===== config.mk =====
export PLATFORM = sky130hd
export DESIGN_NAME = ppb_lane
export DESIGN_NICKNAME = d
export VERILOG_FILES = /design/src/rtl/ppb_pkg.sv /design/src/rtl/ppb_lane.sv
export SDC_FILE = /design/constraint.sdc
export NUM_CORES = 1
export LEC_CHECK = 0
export ABC_AREA = 1
export BUFFER_PORTS_ARGS = -buffer_cell sky130_fd_sc_hd__buf_2
export CAP_MARGIN = 20
export CORE_AREA = 2 2 39 41
export DETAILED_ROUTE_END_ITERATION = 16
export DIE_AREA = 0 0 41 43
export PLACE_DENSITY = 0.81
export SYNTH_ARGS = -nofsm -noshare
export SYNTH_HDL_FRONTEND = slang
export SYNTH_SLANG_ARGS = --single-unit

===== constraint.sdc =====
create_clock -name vclk -period 1.3
set_clock_uncertainty 0.05 [all_clocks]
set_input_delay 0.13 -clock vclk [all_inputs]
set_output_delay 0.13 -clock vclk [all_outputs]
set_load 0.02 [all_outputs]

===== src/rtl/ppb_pkg.sv =====
// shared constants, types and word layouts of the perceptron branch predictor
`timescale 1ns / 1ps

package ppb_pkg;

    // perceptron geometry
    localparam int HIST_BITS     = 16;
    localparam int TABLE_ENTRIES = 256;   // power of two: the index is reduced by masking
    localparam int WEIGHT_BITS   = 8;

    localparam int ROW_LEN = HIST_BITS + 1;           // bias plus one weight per history bit
    localparam int ROW_W   = ROW_LEN * WEIGHT_BITS;   // one table row in bits
    localparam int IDX_W   = $clog2(TABLE_ENTRIES);
    localparam int W_MAX   = 2 ** (WEIGHT_BITS - 1) - 1;

    // adder tree: lanes are summed in groups, then the groups are summed
    localparam int GROUP   = 4;
    localparam int NGROUP  = (ROW_LEN + GROUP - 1) / GROUP;
    localparam int GSUM_W  = WEIGHT_BITS + $clog2(GROUP);
    localparam int SUM_W   = WEIGHT_BITS + $clog2(ROW_LEN);

    // word field widths
    localparam int IN_IDX_W   = 8;
    localparam int IN_HIST_W  = 16;
    localparam int THR_W      = 12;
    localparam int THR_RESET  = 45;
    localparam int DOT_W      = 13;
    localparam int DOT_MAX    = 2 ** (DOT_W - 1) - 1;
    localparam int IN_DATA_W  = 32;
    localparam int OUT_DATA_W = 16;
    localparam int USER_W     = 1;

    // compare widths for saturation and threshold checks
    localparam int CMP_W = (SUM_W > DOT_W ? SUM_W : DOT_W) + 1;
    localparam int MAG_W = (SUM_W > THR_W ? SUM_W : THR_W);

    // operation codes carried in tuser
    localparam logic [USER_W-1:0] OP_PREDICT = 1'b0;
    localparam logic [USER_W-1:0] OP_TRAIN   = 1'b1;

    typedef logic signed [WEIGHT_BITS-1:0] weight_t;
    typedef logic signed [SUM_W-1:0]       sum_t;
    typedef logic signed [GSUM_W-1:0]      gsum_t;

    // what one lane hands on: its signed term and its trained weight
    typedef struct packed {
        weight_t contrib;
        weight_t upd;
    } lane_out_t;

endpackage


===== src/rtl/ppb_lane.sv =====
// one weight lane: signed term for the dot product and saturating training step
`timescale 1ns / 1ps

module ppb_lane
(
    input  ppb_pkg::weight_t   weight,
    input  logic               hbit,
    input  logic               taken,
    output ppb_pkg::lane_out_t lane_out
);

    localparam ppb_pkg::weight_t W_HI = ppb_pkg::WEIGHT_BITS'(ppb_pkg::W_MAX);
    localparam ppb_pkg::weight_t W_LO = ppb_pkg::WEIGHT_BITS'(-ppb_pkg::W_MAX);

    logic step_up;

    // move towards the outcome times the bit sign, holding at the limits
    assign step_up = (taken == hbit);

    always_comb
    begin
        // term is +w for a set history bit, -w for a clear one
        lane_out.contrib = hbit ? weight : -weight;
        if (step_up)
        begin
            lane_out.upd = (weight == W_HI) ? weight : weight + ppb_pkg::weight_t'(1);
        end
        else
        begin
            lane_out.upd = (weight == W_LO) ? weight : weight - ppb_pkg::weight_t'(1);
        end
    end

endmodule


* Word level (Yosys, flattened, before mapping) *
Cells that the tools add are included.

operators by class
  add/subtract/negate cells = 3
  equality and inequality tests = 3
  muxes and demuxes = 4

operators with widths
  kind                                                                 number
  8-bit two-way mux                                                    4
  8-bit == test (second input constant)                                2
  8-bit by 2-bit adder with 8-bit output (second input constant)       1
  8-bit negation                                                       1
  8-bit by 2-bit subtractor with 8-bit output (second input constant)  1
  1-bit == test                                                        1

storage, ports and cells
  bits in registers = 0
  bits of input ports = 10

* Logic depth before layout (Yosys ltp) *
  depth in word-level cells = 3
  mapped depth = 9

* Least setup slack after synthesis *
OpenSTA, ideal clock, no wires.

  path kind = input -> output
  from = input weight[2]
  to = output lane_out[11] (netlist bit)
  arrival = 1.109 ns
  required time = 1.120 ns
  setup slack = 0.011 ns
  stages on the path = 5
  path buffers = 1
  cell sequence = buf_4 > nor2_1 > nand2_1 > xor2_1 > o21ai_0

RTL lines
  item                line           text
  start: declaration  ppb_lane.sv:6  input ppb_pkg::weight_t weight,
  end: declaration    ppb_lane.sv:9  output ppb_pkg::lane_out_t lane_out

==> flow_metrics.env <==
export IMPL_synth_area_um2=661
export IMPL_fin_crit_ns=1.30
export IMPL_grt_max_degree=10
export IMPL_seq_area_frac_synth=0
export IMPL_grt_antenna_before_repair=0
export IMPL_clock_buffers=0
export IMPL_maxSlewViolCount=0
export IMPL_end_kind="output port"
export IMPL_fin_setup_tns_ns=-0.000250
export IMPL_violations="negative setup slack"
export IMPL_yosys_area_top_type_share=0.267
export IMPL_min_to="lane_out[8]"
export IMPL_tightest_slew_ns=0.271
export IMPL_dr_total_vias=1026
export IMPL_first_pass_iters=6
export IMPL_critPathMaxFanout=6
export IMPL_place_gp_congestion=0.987
export IMPL_path_class="in2out"
export IMPL_wl_per_cell_um=14.3
export IMPL_die_y_um=43
export IMPL_holdCritPathClass="in2out"
export IMPL_yosysWarnings=0
export IMPL_power_density_nw_per_um2=440
export IMPL_avgSynthCellArea_um2=5.12
export IMPL_postCtsHoldBufs=0
export IMPL_gr_total_overflow=0
export IMPL_syn_to_final_growth_pct=70.6
export IMPL_synth_area_top_cells="nand2_1, nand3_1, xor2_1, ha_1, inv_1"
export IMPL_wl_mm=2.61
export IMPL_post_route_util=0.815
export IMPL_post_drt_via_cell_ratio=5.64
export IMPL_period_share=1.00
export IMPL_drive_above_1_share=0.518
export IMPL_n_antenna_cell=0
export IMPL_min_from="weight[0]"
export IMPL_worst_slack_ns=-0.000250
export IMPL_drc=0
export IMPL_hpwl_mm=1.68
export IMPL_finalHoldViolations=0
export IMPL_nets=182
export IMPL_grt_pass1_vias=815
export IMPL_cp_arrival_ns=1.12
export IMPL_portBuffers=26
export IMPL_yosys_area_top_type="nand2_1"
export IMPL_p_leak_uw=0.000584
export IMPL_placementRows=14
export IMPL_io_pins=26
export IMPL_n_fill_cell=95
export IMPL_critPathLaunchType="input port"
export IMPL_max_slew_margin_rel=0.818
export IMPL_grt_pass1_wl_mm=3.37
export IMPL_start_util=0.477
export IMPL_syn_nets=143
export IMPL_placed_area_um2=881
export IMPL_setup_viol=1
export IMPL_cap_violations=0
export IMPL_place_ws_ns=-0.113
export IMPL_die_w_um=41
export IMPL_status="finished with violations"
export IMPL_peakVddDrop_mv=0.306
export IMPL_required_ns=1.12
export IMPL_grtUsageTotal=0.264
export IMPL_dieArea_um2=1760
export IMPL_core_area_um2=1380
export IMPL_final_seq_area_um2=0
export IMPL_crit_start="weight[7]"
export IMPL_grt_setup_unrepaired="true"
export IMPL_placed_cells=180
export IMPL_finalInstanceArea_um2=1130
export IMPL_ant_nets=0
export IMPL_netlist_instances=129
export IMPL_seq_cells=0
export IMPL_synth_cell_types=21
export IMPL_hold_depth=3
export IMPL_initialDrtViolationCount=39
export IMPL_layoutNonFillerInstCount=182
export IMPL_max_freq_ghz=0.769
-- per-stage QoR --
stage | total power, uW | hold slack, ns
after floorplan | 240 | 0.323
after global placement | 374 | 0.570
after detailed placement | 380 | 0.580
after CTS | 404 | 0.580
after global routing | 533 | 0.614
final | 496 | 0.603
-- cell usage in the layout, fill, tap and decap left out, types with 4 or more instances in the layout --
| cell type | n |
|---|---|
| nand2_1 | 41 |
| buf_4 | 22 |
| nand3_1 | 12 |
| buf_2 | 12 |
| inv_2 | 8 |
| nor2_4 | 7 |
| inv_1 | 7 |
| xor2_1 | 6 |
| nand2_2 | 5 |
| nor2_2 | 4 |
| nand3_2 | 4 |
| o21ai_1 | 4 |
-- layer usage --
layer / wire length (um) / up-vias / track usage
met4: 126 / 0 / 0
met5: 0 / - / 0
li1: - / 493 / -
met3: 161 / 18 / 0
met1: 950 / 458 / 0.354
met2: 1370 / 57 / 0.475
-- cells in the mapped netlist --
cell type,instances
buf_4,3
nor2_2,5
a21oi_1,2
nand4_1,2
nand3_1,16
nor2_4,1
xnor2_2,1
xnor2_1,1
o21ai_0,4
xor2_1,6
o21ai_1,6
o211ai_1,1
or2_2,1
buf_2,1
nand3_2,2
inv_1,13
nor2_1,7
inv_2,5
ha_1,4
nand2_2,1
nand2_1,47
-- cell type report --
type                            count  area (um2)  area share
Multi-Input combinational cell    107         723       0.642
Inverter                           18        75.1      0.0666
Tap cell                           16        20.0      0.0178
Timing Repair Buffer               41         309       0.274
-- what timing repair did --
item,in CTS,in global routing
endpoints found under the setup margin,11,13
hold endpoints to repair,0,0
pin swaps,6,16
setup buffers,1,1
resized for setup,19,51
-- worst max-delay path by stage --
stage | end | slack, ns | cells after the start
2_1_floorplan | lane_out[11] | 0.01 | 5
3_3_place_gp | lane_out[1] | -0.09 | 9
3_5_place_dp | lane_out[1] | -0.11 | 9
4_1_cts | lane_out[15] | 0.002 | 8
5_1_grt | lane_out[6] | -0.08 | 10
6_report | lane_out[0] | -0.0003 | 9
-- worst max-delay path, stage by stage --
cell and delay [ns]:
clkbuf_4 0.17, inv_2 0.07, nor2_4 0.10, nand2_2 0.09, o21ai_1 0.20, nand2_1 0.07, nand2_1 0.07, nand2_1 0.06
buf_4 0.16
-- cells by family (layout without fill, tap and decap cells) --
kind of cell | count (synthesis) | in the layout | synth area share
simple gates | 82 | 82 | 0.561
buf+inv | 22 | 59 | 0.144
compound gates | 13 | 13 | 0.102
xor+xnor | 8 | 8 | 0.117
fa+ha+maj | 4 | 4 | 0.0758
-- power by group --
part / switching [uW] / leakage (uW) / internal (uW)
Sequential: 0 / 0 / 0
Combinational: 295 / 0.000584 / 201
Clock: 0 / 0 / 0
Note: power is estimated with default switching activity, not from simulation.
