--- src/rtl/ppb_pkg.sv ---
// shared constants, types and word layouts of the perceptron branch predictor
`timescale 1ns / 1ps

package ppb_pkg;

    // perceptron geometry
    localparam int HIST_BITS     = 16;
    localparam int TABLE_ENTRIES = 256;   // power of two: the index is reduced by masking
    localparam int WEIGHT_BITS   = 8;

    localparam int ROW_LEN = HIST_BITS + 1;           // bias plus one weight per history bit
    localparam int ROW_W   = ROW_LEN * WEIGHT_BITS;   // one table row in bits
    localparam int IDX_W   = $clog2(TABLE_ENTRIES);
    localparam int W_MAX   = 2 ** (WEIGHT_BITS - 1) - 1;

    // adder tree: lanes are summed in groups, then the groups are summed
    localparam int GROUP   = 4;
    localparam int NGROUP  = (ROW_LEN + GROUP - 1) / GROUP;
    localparam int GSUM_W  = WEIGHT_BITS + $clog2(GROUP);
    localparam int SUM_W   = WEIGHT_BITS + $clog2(ROW_LEN);

    // word field widths
    localparam int IN_IDX_W   = 8;
    localparam int IN_HIST_W  = 16;
    localparam int THR_W      = 12;
    localparam int THR_RESET  = 45;
    localparam int DOT_W      = 13;
    localparam int DOT_MAX    = 2 ** (DOT_W - 1) - 1;
    localparam int IN_DATA_W  = 32;
    localparam int OUT_DATA_W = 16;
    localparam int USER_W     = 1;

    // compare widths for saturation and threshold checks
    localparam int CMP_W = (SUM_W > DOT_W ? SUM_W : DOT_W) + 1;
    localparam int MAG_W = (SUM_W > THR_W ? SUM_W : THR_W);

    // operation codes carried in tuser
    localparam logic [USER_W-1:0] OP_PREDICT = 1'b0;
    localparam logic [USER_W-1:0] OP_TRAIN   = 1'b1;

    typedef logic signed [WEIGHT_BITS-1:0] weight_t;
    typedef logic signed [SUM_W-1:0]       sum_t;
    typedef logic signed [GSUM_W-1:0]      gsum_t;

    // what one lane hands on: its signed term and its trained weight
    typedef struct packed {
        weight_t contrib;
        weight_t upd;
    } lane_out_t;

endpackage

--- src/rtl/ppb_merge.sv ---
// merging adder tree: registered group sums, then the final sum of the groups
`timescale 1ns / 1ps

module ppb_merge
(
    input  logic             clk,
    input  logic             load,
    input  ppb_pkg::weight_t contrib [ppb_pkg::ROW_LEN],
    output ppb_pkg::sum_t    sum
);

    localparam int PAD = ppb_pkg::NGROUP * ppb_pkg::GROUP;

    ppb_pkg::weight_t contrib_pad [PAD];
    ppb_pkg::gsum_t   gsum_next   [ppb_pkg::NGROUP];
    ppb_pkg::gsum_t   gsum_reg    [ppb_pkg::NGROUP];

    // lanes padded with zero terms up to whole groups
    always_comb
    begin
        for (int i = 0; i < PAD; i++)
        begin
            contrib_pad[i] = '0;
        end
        for (int i = 0; i < ppb_pkg::ROW_LEN; i++)
        begin
            contrib_pad[i] = contrib[i];
        end
    end

    // first level: sum within each group
    always_comb
    begin
        for (int g = 0; g < ppb_pkg::NGROUP; g++)
        begin
            gsum_next[g] = '0;
            for (int l = 0; l < ppb_pkg::GROUP; l++)
            begin
                gsum_next[g] = gsum_next[g]
                             + ppb_pkg::GSUM_W'(contrib_pad[g * ppb_pkg::GROUP + l]);
            end
        end
    end

    // group sums held for the second level
    always_ff @(posedge clk)
    begin
        if (load)
        begin
            gsum_reg <= gsum_next;
        end
    end

    // second level: sum of the groups
    always_comb
    begin
        sum = '0;
        for (int g = 0; g < ppb_pkg::NGROUP; g++)
        begin
            sum = sum + ppb_pkg::SUM_W'(gsum_reg[g]);
        end
    end

endmodule

--- config.mk ---
export PLATFORM = sky130hd
export DESIGN_NAME = ppb_merge
export DESIGN_NICKNAME = d
export VERILOG_FILES = /design/src/rtl/ppb_pkg.sv /design/src/rtl/ppb_merge.sv
export SDC_FILE = /design/constraint.sdc
export NUM_CORES = 1
export LEC_CHECK = 0
export BUFFER_PORTS_ARGS = -buffer_cell sky130_fd_sc_hd__buf_2
export CORE_AREA = 2 2 161 84
export DETAILED_ROUTE_END_ITERATION = 6
export DIE_AREA = 0 0 163 86
export GPL_TIMING_DRIVEN = 0
export PLACE_DENSITY = 0.69
export SYNTH_ARGS = -nofsm -noshare
export SYNTH_HDL_FRONTEND = slang
export SYNTH_SLANG_ARGS = --single-unit
export TNS_END_PERCENT = 50
--- constraint.sdc ---
create_clock -name clk -period 4.9 [get_ports clk]
set_clock_uncertainty 0.05 [all_clocks]
set_input_delay 0.49 -clock clk [delete_from_list [all_inputs] [get_ports clk]]
set_output_delay 0.49 -clock clk [all_outputs]
set_load 0.005 [all_outputs]
After elaboration in Yosys (flattened, before gate mapping)

Index checks and enable logic that the tools add are counted.
W data, S select, Z words.

Logic and storage cells: 21
Bits in registers: 48
Bits in writable memories: 0
Memories kept: 0
Bits in latches: 0
Bits in read-only memories: 0
Output and inout bits: 13

Add/sub/neg operators: 16
$mul: 0
Multiplexer cells: 0
Divide/modulo/power cells: 0
Shift operators: 0
Reduce and logical (&&, ||, !) cells: 0
Equal/unequal tests: 0
Order comparisons: 0
Bitwise logic cells: 0

Operators with widths:

| kind             | number |
|---|---|
| $add A10 B8 Y10  | 4 |
| $add A9 B8 Y10   | 4 |
| $add A8 B8 Y9    | 4 |
| $add A12 B10 Y13 | 1 |
| $add A13 B8 Y13  | 1 |
| $add A11 B10 Y12 | 1 |
| $add A10 B10 Y11 | 1 |

Longest topological paths before layout

Gate-level depths: netlist (run 1).

Depth after elaboration: 4
Depth in mapped cells: 14

Least setup slack after synthesis (run 1)

No wires, ideal clock.

Kind: reg2out
Start point: register gsum_reg[1] in the netlist's numbering
End point: output sum[9]
Cell stages (with the launch flop): 13
Arrival: 3.539 ns
Path slack: 0.821 ns
Path buffers: 0
Cells stage by stage: edfxtp_1 > inv_1 > fa_1 > fa_1 > fa_1 > inv_1 > ha_1 > fa_1 > a211oi_1 > o21bai_1 > a2111oi_0 > nor3_1 > xor2_1

Longest elaborated chain between the ends: 1

Ends and longest elaborated chain:

| element                  | line            | source |
|---|---|---|
| start: declaration       | ppb_merge.sv:16 | `ppb_pkg::gsum_t gsum_reg [ppb_pkg::NGROUP];` |
| start signal: assignment | ppb_merge.sv:50 | `gsum_reg <= gsum_next;` |
| $add A13 B8 Y13          | ppb_merge.sv:60 | `sum = sum + ppb_pkg::SUM_W'(gsum_reg[g]);` |
| end: declaration         | ppb_merge.sv:9  | `output ppb_pkg::sum_t sum` |

No other way between the ends.

Worst setup path after layout (run 1)

Ends and elaborated chain as after synthesis.

==> results.ini, run 1 <==
[final_layout]
layout_common_cells = buf_2, inv_1, fa_1
final_common_cell = buf_2
drive_above_1_share_pct = 25.76
syn_to_final_growth_pct = 19.96
largest_register_ffs = 48
layout.nets = 912

[clock_network]
clkSlewWorstSetupHoldPaths_ns = 0.06
post_cts_buffers = 0
cts_tree = done
hold_buffers = 0
clock_path_buffers = 2
cts_root_buffer = clkbuf_16
numCtsBuffers = 5
h-tree-depth = 2
clock_sinks = 48

[global_routing]
grt_max_degree = 49
grt_pass1_wl_um = 17590
gr-total-overflow = 0
grt_pass1_vias = 3859
grt_usage_pct = 16.38
antenna_found_initial = 1

[sta]
worst_pin_slew_ns = 1.084
post-route-period-util_pct = 95.33
slew_headroom_pct = 27.71
finalSetupViolCount = 0
setup_tns_ns = 0
worst_slack_ns = 0.2286
min_period_ns = 4.671
hold_viol = 0
final_max_slew_viol_count = 0
max_freq_ghz = 0.2141

[route]
drc = 0
drt-vias-per-instance = 4.711
drtIter0Drc = 102
drtPass1Iterations = 4
finalWirelength_um = 10570
vias = 3750
wl_per_cell_um = 13.28
ant_nets = 0

[floorplanning]
core-area_um2 = 12520
dieArea_um2 = 14020
rows = 29
die_h_um = 86
initial_core_util_pct = 44.42
die_w_um = 163
ios = 151

[yosys]
yosysWarnings = 0
ys_seq_area_share_pct = 25.92
synth_cell_type_count = 34
synth.avg_cell_area_um2 = 11.88
yosys.area.top_type_share_pct = 36.00
synth_nets = 755
synth_ff_type = edfxtp_1
synth_area_leaders = fa_1, edfxtp_1, ha_1
ys_ff_latch = 48
yosys.area.top_type = fa_1
synth_edf_count = 48
syn-cell-area_um2 = 5560
synthArstFlopShare_pct = 0
synthCells = 468

[worst_setup_path]
worstPathRequired_ns = 4.36
crit_arrival_ns = 4.13
end_kind = primary output
cp-start-kind = flip-flop
path_max_fanout = 3
path_class = reg2out

[placement]
place_congestion = 0.8270
post-place-ws_ns = 0.3326
dp_hpwl_um = 9364
port_buffers = 150

[min_path]
hold_start = contrib[7]
min_path_cells = 1
min_to = gsum_reg[7]$_DFFE_PP_
hold_class = in2reg

[run_status]
status = finished, final reports clean

[flow_run]
cap_violations = 0

## per-stage QoR
stage | util [%] | hold WS, ns | std cells | area, um2
final | 53.28 | 0.3218 | 796 | 6670
after global routing | 53.26 | 0.3081 | 795 | 6668
after CTS | 53.21 | 0.3125 | 795 | 6661
after detailed placement | 52.11 | 0.6182 | 788 | 6524
after global placement | 52.11 | 0.6182 | 788 | 6524
after floorplan | - | 0.5389 | 468 | 5560
## how the worst max path moves through the flow
stage | start | slack [ns] | to | cells after the start
global route | gsum_reg[11]$_DFFE_PP_ | -0.04 | sum[9] | 13
floorplan | gsum_reg[1]$_DFFE_PP_ | 0.82 | sum[9] | 12
CTS | gsum_reg[1]$_DFFE_PP_ | 0.11 | sum[9] | 13
detailed placement | gsum_reg[1]$_DFFE_PP_ | 0.33 | sum[9] | 13
finish | gsum_reg[1]$_DFFE_PP_ | 0.23 | sum[9] | 13
global placement | gsum_reg[1]$_DFFE_PP_ | 0.45 | sum[9] | 13
## critical path: stages (launching register included)
cell and delay [ns]:
edfxtp_1 0.32, inv_1 0.05, fa_1 0.56, fa_1 0.46, fa_1 0.51, inv_1 0.04, ha_1 0.22, fa_1 0.45
a211oi_2 0.31, o21bai_1 0.15, a2111oi_2 0.38, nor3_1 0.11, xor2_1 0.15, buf_2 0.13
## layout make-up
| cell class | count | area (um2) |
|---|---|---|
| diodes | 1 | 2.502 |
| plain buffers | 1 | 3.754 |
| clock buffers | 5 | 125.1 |
| clock inverters | 2 | 7.507 |
| fillers | 1128 | 5848 |
| inverters | 104 | 390.4 |
| multi-input cells | 315 | 3736 |
| flip-flops and latches | 48 | 1441 |
| well taps | 170 | 212.7 |
| repair buffers | 150 | 750.7 |
## routing by layer
metal | GRT usage [%] | part of all wire [%]
met2 | 28.16 | 50
met1 | 21.55 | 44
met5 | 0 | 0
met3 | 3.288 | 5.1
met4 | 4.103 | 0.80
## Yosys cell counts (all sizes together) (2+ instances only)
cell type  number
a2111oi         2
a21o            3
a21oi          14
and2            2
and3            2
edfxtp         48
fa            100
ha             49
inv           104
nand2          10
nand2b          4
nand3          16
nand4           3
nor2           19
nor2b           3
nor3            8
nor4            2
o2111ai         3
o211ai          4
o21a            5
o21ai           6
o21bai          6
o41ai           5
or3             2
xnor2          30
xor2           13
## repair_timing
| action | CTS | global route |
|---|---|---|
| gates resized for setup | 1 | 2 |
| gates cloned | 0 | 0 |
| setup endpoints to repair | 1 | 1 |
## kinds of logic after synthesis
family / after synthesis / synth area share [%]
adder cells (fa/ha/maj): 149 / 47.03
buffers and inverters: 105 / 7.088
AND/OR/NAND/NOR: 71 / 6.233
AO/OA/AOI/OAI: 52 / 6.954
XOR/XNOR: 43 / 6.773
flip-flops: 48 / 25.92
Power of run 1 is left out: the tool's default activity adds up to more than one toggle a clock period on the data nets, which glitch-free logic cannot reach.
==> run 2, diff against run 1 <==
--- a/config.mk
+++ b/config.mk
@@ -11,6 +11,7 @@
 export DIE_AREA = 0 0 163 86
 export GPL_TIMING_DRIVEN = 0
 export PLACE_DENSITY = 0.69
+export RECOVER_POWER = 25
 export SYNTH_ARGS = -nofsm -noshare
 export SYNTH_HDL_FRONTEND = slang
 export SYNTH_SLANG_ARGS = --single-unit
==> run 2 against run 1 <==
Against the previous run:
- the run now ends with max-capacitance violations, max-slew violations left
- non-clock buffer count unchanged
- first-iteration DRC count unchanged
- largest cell class unchanged
- worst setup slack unchanged
- final cell count unchanged
- critical path depth unchanged
- global-route usage unchanged
- flip-flop and latch count unchanged
- fmax unchanged
==> results.ini, run 2 (synthesis results as in run 1) <==
[sta]
final_max_slew_viol_count = 49  ; +49
finalSetupViolCount = 0  ; unchanged
slew_headroom_pct = -73.73  ; -100 points
worst_slack_ns = 0.2286  ; unchanged
post-route-period-util_pct = 95.33  ; unchanged
hold_viol = 0  ; unchanged
max_freq_ghz = 0.2141  ; unchanged
min_period_ns = 4.671  ; unchanged
worst_pin_slew_ns = 2.606  ; +1.522 ns

[global_routing]
grt_max_degree = 49  ; unchanged
grt_usage_pct = 16.38  ; unchanged
grt_pass1_vias = 3859  ; unchanged
grt_pass1_wl_um = 17590  ; unchanged
grt_busiest_layer = met2
use_met2_pct = 28.16  ; unchanged
gr-usage-met3_pct = 3.288  ; unchanged
gr-total-overflow = 0  ; unchanged
met1_usage_pct = 21.55  ; unchanged
antenna_found_initial = 1  ; unchanged

[clock_network]
hold_buffers = 0  ; unchanged
cts_root_buffer = clkbuf_16
clkSlewWorstSetupHoldPaths_ns = 0.06  ; about the same
post_cts_buffers = 0  ; unchanged
numCtsBuffers = 5  ; unchanged
clock_path_buffers = 2  ; unchanged
clock_sinks = 48  ; unchanged
cts_tree = done
h-tree-depth = 2  ; unchanged

[final_layout]
fillers = 1130  ; +0.18%
multi_input_area_um2 = 3736  ; unchanged
syn_to_final_growth_pct = 19.87  ; about the same
ff_latch_area_um2 = 1441  ; unchanged
layout.nets = 912  ; unchanged
final_common_cell = buf_2
largest_register_ffs = 48  ; unchanged
drive_above_1_share_pct = 25.12  ; -0.64 points
layout_common_cells = buf_2, inv_1, fa_1

[floorplanning]
core-area_um2 = 12520  ; unchanged
rows = 29  ; unchanged
dieArea_um2 = 14020  ; unchanged
die_h_um = 86  ; unchanged
die_w_um = 163  ; unchanged
ios = 151  ; unchanged
initial_core_util_pct = 44.42  ; unchanged

[flow_run]
cap_violations = 1  ; +1

[placement]
port_buffers = 150  ; unchanged
dp_hpwl_um = 9364  ; unchanged
post-place-ws_ns = 0.3326  ; unchanged
place_congestion = 0.8270  ; unchanged

[min_path]
hold_start = contrib[7]
hold_class = in2reg
min_path_cells = 1  ; unchanged
min_to = gsum_reg[7]$_DFFE_PP_

[worst_setup_path]
crit_top_cell = fa_1
max_stage_delay_ns = 0.56  ; about the same
path_class = reg2out
cpMaxStageDelayCell = fa_1
cp-start-kind = flip-flop
end_kind = primary output
crit_path_cell_trace = inv_1, fa_1, fa_1, fa_1, inv_1, ha_1, fa_1, a211oi_2, o21bai_1, a2111oi_2, nor3_1, xor2_1, buf_2
crit_arrival_ns = 4.13  ; about the same
path_max_fanout = 3  ; unchanged
worstPathRequired_ns = 4.36  ; about the same

[route]
drt-vias-per-instance = 4.711  ; unchanged
vias = 3750  ; unchanged
drtIter0Drc = 102  ; unchanged
drtPass1Iterations = 4  ; unchanged
wl_per_cell_um = 13.28  ; about the same
finalWirelength_um = 10570  ; about the same
drc = 0  ; unchanged
ant_nets = 0  ; unchanged

[run_status]
status = complete, but fails checks
violations = max-capacitance violations, max-slew violations

[run 2: changes by cell type in the layout (fill, tap and decap cells not counted), sizes merged]
| cell | delta |
|---|---|
| buf | -4 |
| clkbuf | +4 |
[run 2: worst max-delay path by stage]
stage,start,endpoint,slack [ns],cells past startpoint
2_1_floorplan,gsum_reg[1]$_DFFE_PP_,sum[9],0.82,12
6_report,gsum_reg[1]$_DFFE_PP_,sum[9],0.23,13
3_3_place_gp,gsum_reg[1]$_DFFE_PP_,sum[9],0.45,13
4_1_cts,gsum_reg[1]$_DFFE_PP_,sum[9],0.11,13
3_5_place_dp,gsum_reg[1]$_DFFE_PP_,sum[9],0.33,13
5_1_grt,gsum_reg[11]$_DFFE_PP_,sum[9],-0.04,13
[run 2: timing repair]
item / 4_1_cts / 5_1_grt
endpoints found under the hold margin: 0 / 0
setup endpoints to repair: 1 / 1
gates resized for setup: 1 / 2
[run 2: worst max-delay path: cells and delay by family (launching register included)]
family	cells	cell delay [ns]
AO/OA/AOI/OAI	3	0.84
XOR/XNOR	1	0.15
adder cells (fa/ha/maj)	5	2.20
buffers and inverters	3	0.22
flip-flops	1	0.32
AND/OR/NAND/NOR	1	0.11
[run 2: final cells by class]
cell class              instances  area share [%]
inverters                     104           5.857
well taps                     170           3.191
clock inverters                 2          0.1126
multi-input cells             315           56.05
flip-flops and latches         48           21.63
plain buffers                   1         0.05632
diodes                          1         0.03754
repair buffers                150           11.19
clock buffers                   5           1.877
[run 2: metal layers]
layer	up-vias	part of all wire, %	routed length (um)
li1	1846	-	-
met3	9	5.2	548
met4	0	0.80	85
met1	1809	44	4684
met5	-	0	0
met2	86	50	5254
[run 2: stage by stage]
stage	hold slack, ns	utilization (%)	setup TNS [ns]	instance area [um2]	std cells
5_1_grt	0.3081	53.22	-0.03550	6663	795
6_report	0.3218	53.24	0	6665	796
3_5_place_dp	0.6182	52.11	0	6524	788
3_3_place_gp	0.6182	52.11	0	6524	788
2_1_floorplan	0.5389	-	0	5560	468
4_1_cts	0.3125	53.21	0	6661	795
Power of run 2 is left out for the same reason.
==> run 3, diff against run 2 <==
==> constraint.sdc (replaced) <==
create_clock -name clk -period 4.9 [get_ports clk]
set_clock_uncertainty 0.05 [all_clocks]
set_input_delay 0.98 -clock clk [delete_from_list [all_inputs] [get_ports clk]]
set_output_delay 0.98 -clock clk [all_outputs]
set_load 0.005 [all_outputs]
==> run 3 against run 2 <==
Against the previous run:
- the run still ends with max-capacitance violations, max-slew violations left
- final cell count rose by 0.50%
- clock-buffer cell count did not move
- utilization rose by 1.0 points
- routed wire length rose by 3.0%
- non-clock buffer count rose by 4
- critical endpoint unchanged
- highest routed layer unchanged
==> results.ini, run 3 (synthesis results as in run 1) <==
[run_status]
status = complete, but fails checks
violations = max-capacitance violations, max-slew violations

[global_routing]
gr-usage-met3_pct = 3.288  ; unchanged
grt_max_degree = 49  ; unchanged
grt_busiest_layer = met2
grt_usage_pct = 16.52  ; +0.14 points
met1_usage_pct = 21.47  ; -0.081 points
antenna_found_initial = 1  ; unchanged
use_met2_pct = 28.78  ; +0.62 points
grt_pass1_vias = 3903  ; +1.1%
grt_pass1_wl_um = 17720  ; +0.74%
gr-total-overflow = 0  ; unchanged

[worst_setup_path]
cp-start-kind = flip-flop
cp_top_family = adder cells
worstPathRequired_ns = 3.87  ; -0.49 ns
end_kind = primary output
crit_top_cell = fa_1
crit_arrival_ns = 3.84  ; -0.29 ns
max_stage_delay_ns = 0.55  ; about the same
timing.critical_path.buf_inv = 3  ; unchanged
cpMaxStageDelayCell = fa_1
path_max_fanout = 2  ; -1
critPathLaunch = gsum_reg[21]$_DFFE_PP_
crit_path_cell_trace = inv_1, fa_1, fa_1, fa_1, inv_1, ha_2, fa_2, a211oi_4, o21bai_2, a2111oi_2, nor3_1, xor2_1, buf_2
path_class = reg2out

[sta]
hold_viol = 0  ; unchanged
max_freq_ghz = 0.2052  ; -4.1%
worst_pin_slew_ns = 2.649  ; +0.04326 ns
grt_setup_unrepaired = true
slew_headroom_pct = -76.62  ; -2.9 points
min_period_ns = 4.872  ; +0.2009 ns
final_max_slew_viol_count = 49  ; unchanged
worst_slack_ns = 0.02777  ; -0.2009 ns
finalSetupViolCount = 0  ; unchanged
post-route-period-util_pct = 99.43  ; +4.1 points

[placement]
dp_hpwl_um = 9364  ; unchanged
post-place-ws_ns = -0.1574  ; -0.4900 ns
place_congestion = 0.8270  ; unchanged
port_buffers = 150  ; unchanged

[clock_network]
clkSlewWorstSetupHoldPaths_ns = 0.06  ; about the same
cts_root_buffer = clkbuf_16
cts_tree = done
clock_sinks = 48  ; unchanged
clock_path_buffers = 2  ; unchanged
numCtsBuffers = 5  ; unchanged
h-tree-depth = 2  ; unchanged

[floorplanning]
dieArea_um2 = 14020  ; unchanged
ios = 151  ; unchanged
die_w_um = 163  ; unchanged
rows = 29  ; unchanged
die_h_um = 86  ; unchanged
initial_core_util_pct = 44.42  ; unchanged
core-area_um2 = 12520  ; unchanged

[route]
drc = 0  ; unchanged
vias = 3779  ; +0.77%
finalWirelength_um = 10890  ; +3.0%
drtIter0Drc = 94  ; -7.8%
ant_nets = 0  ; unchanged
drtPass1Iterations = 4  ; unchanged
wl_per_cell_um = 13.61  ; +2.5%
drt-vias-per-instance = 4.724  ; +0.27%

[final_layout]
layout_common_cells = buf_2, fa_1, inv_1
drive_above_1_share_pct = 29.41  ; +4.3 points
final_common_cell = buf_2
largest_register_ffs = 48  ; unchanged
final_core_util_pct = 54.28  ; +1.0 points
syn_to_final_growth_pct = 22.21
layout.nets = 916  ; +0.44%

[min_path]
hold_start = contrib[3]
hold_class = in2reg

[flow_run]
cap_violations = 1  ; unchanged

-- run 3: routing by layer --
layer	wire, um	vias up	share of wire (%)
met5	0	-	0
met4	86	0	0.79
met3	595	9	5.5
met2	5452	87	50
met1	4756	1830	44
li1	-	1853	-
-- run 3: area by class of cell --
| class | count | area (um2) |
|---|---|---|
| fillers | 1113 | 5723 |
| clock buffers | 5 | 125.1 |
| flip-flops and latches | 48 | 1441 |
| multi-input cells | 315 | 3832 |
| diodes | 1 | 2.502 |
| repair buffers | 155 | 783.3 |
| well taps | 170 | 212.7 |
| clock inverters | 2 | 7.507 |
| inverters | 104 | 390.4 |
-- run 3: stage by stage --
step           area, um2  hold slack, ns  setup TNS (ns)  instances
6_report            6795          0.8099               0        800
5_1_grt             6793          0.7981         -0.2310        799
4_1_cts             6714          0.8025        -0.03434        795
3_5_place_dp        6524           1.108         -0.1574        788
3_3_place_gp        6524           1.108        -0.03568        788
2_1_floorplan       5560           1.029               0        468
-- run 3: path summary, 6_finish.rpt --
kind / endpoint / cells after the start
worst max-delay path: sum[9] / 13
worst min-delay path: gsum_reg[3]$_DFFE_PP_ / 1
-- run 3: timing repair --
action / 4_1_cts / 5_1_grt
setup buffers: 1 / 4
endpoints found under the setup margin: 5 / 5
gates resized for setup: 9 / 19
hold buffers: 0 / 0
pin swaps: 13 / 15
hold endpoints to repair: 0 / 0
Power of run 3 is left out for the same reason.
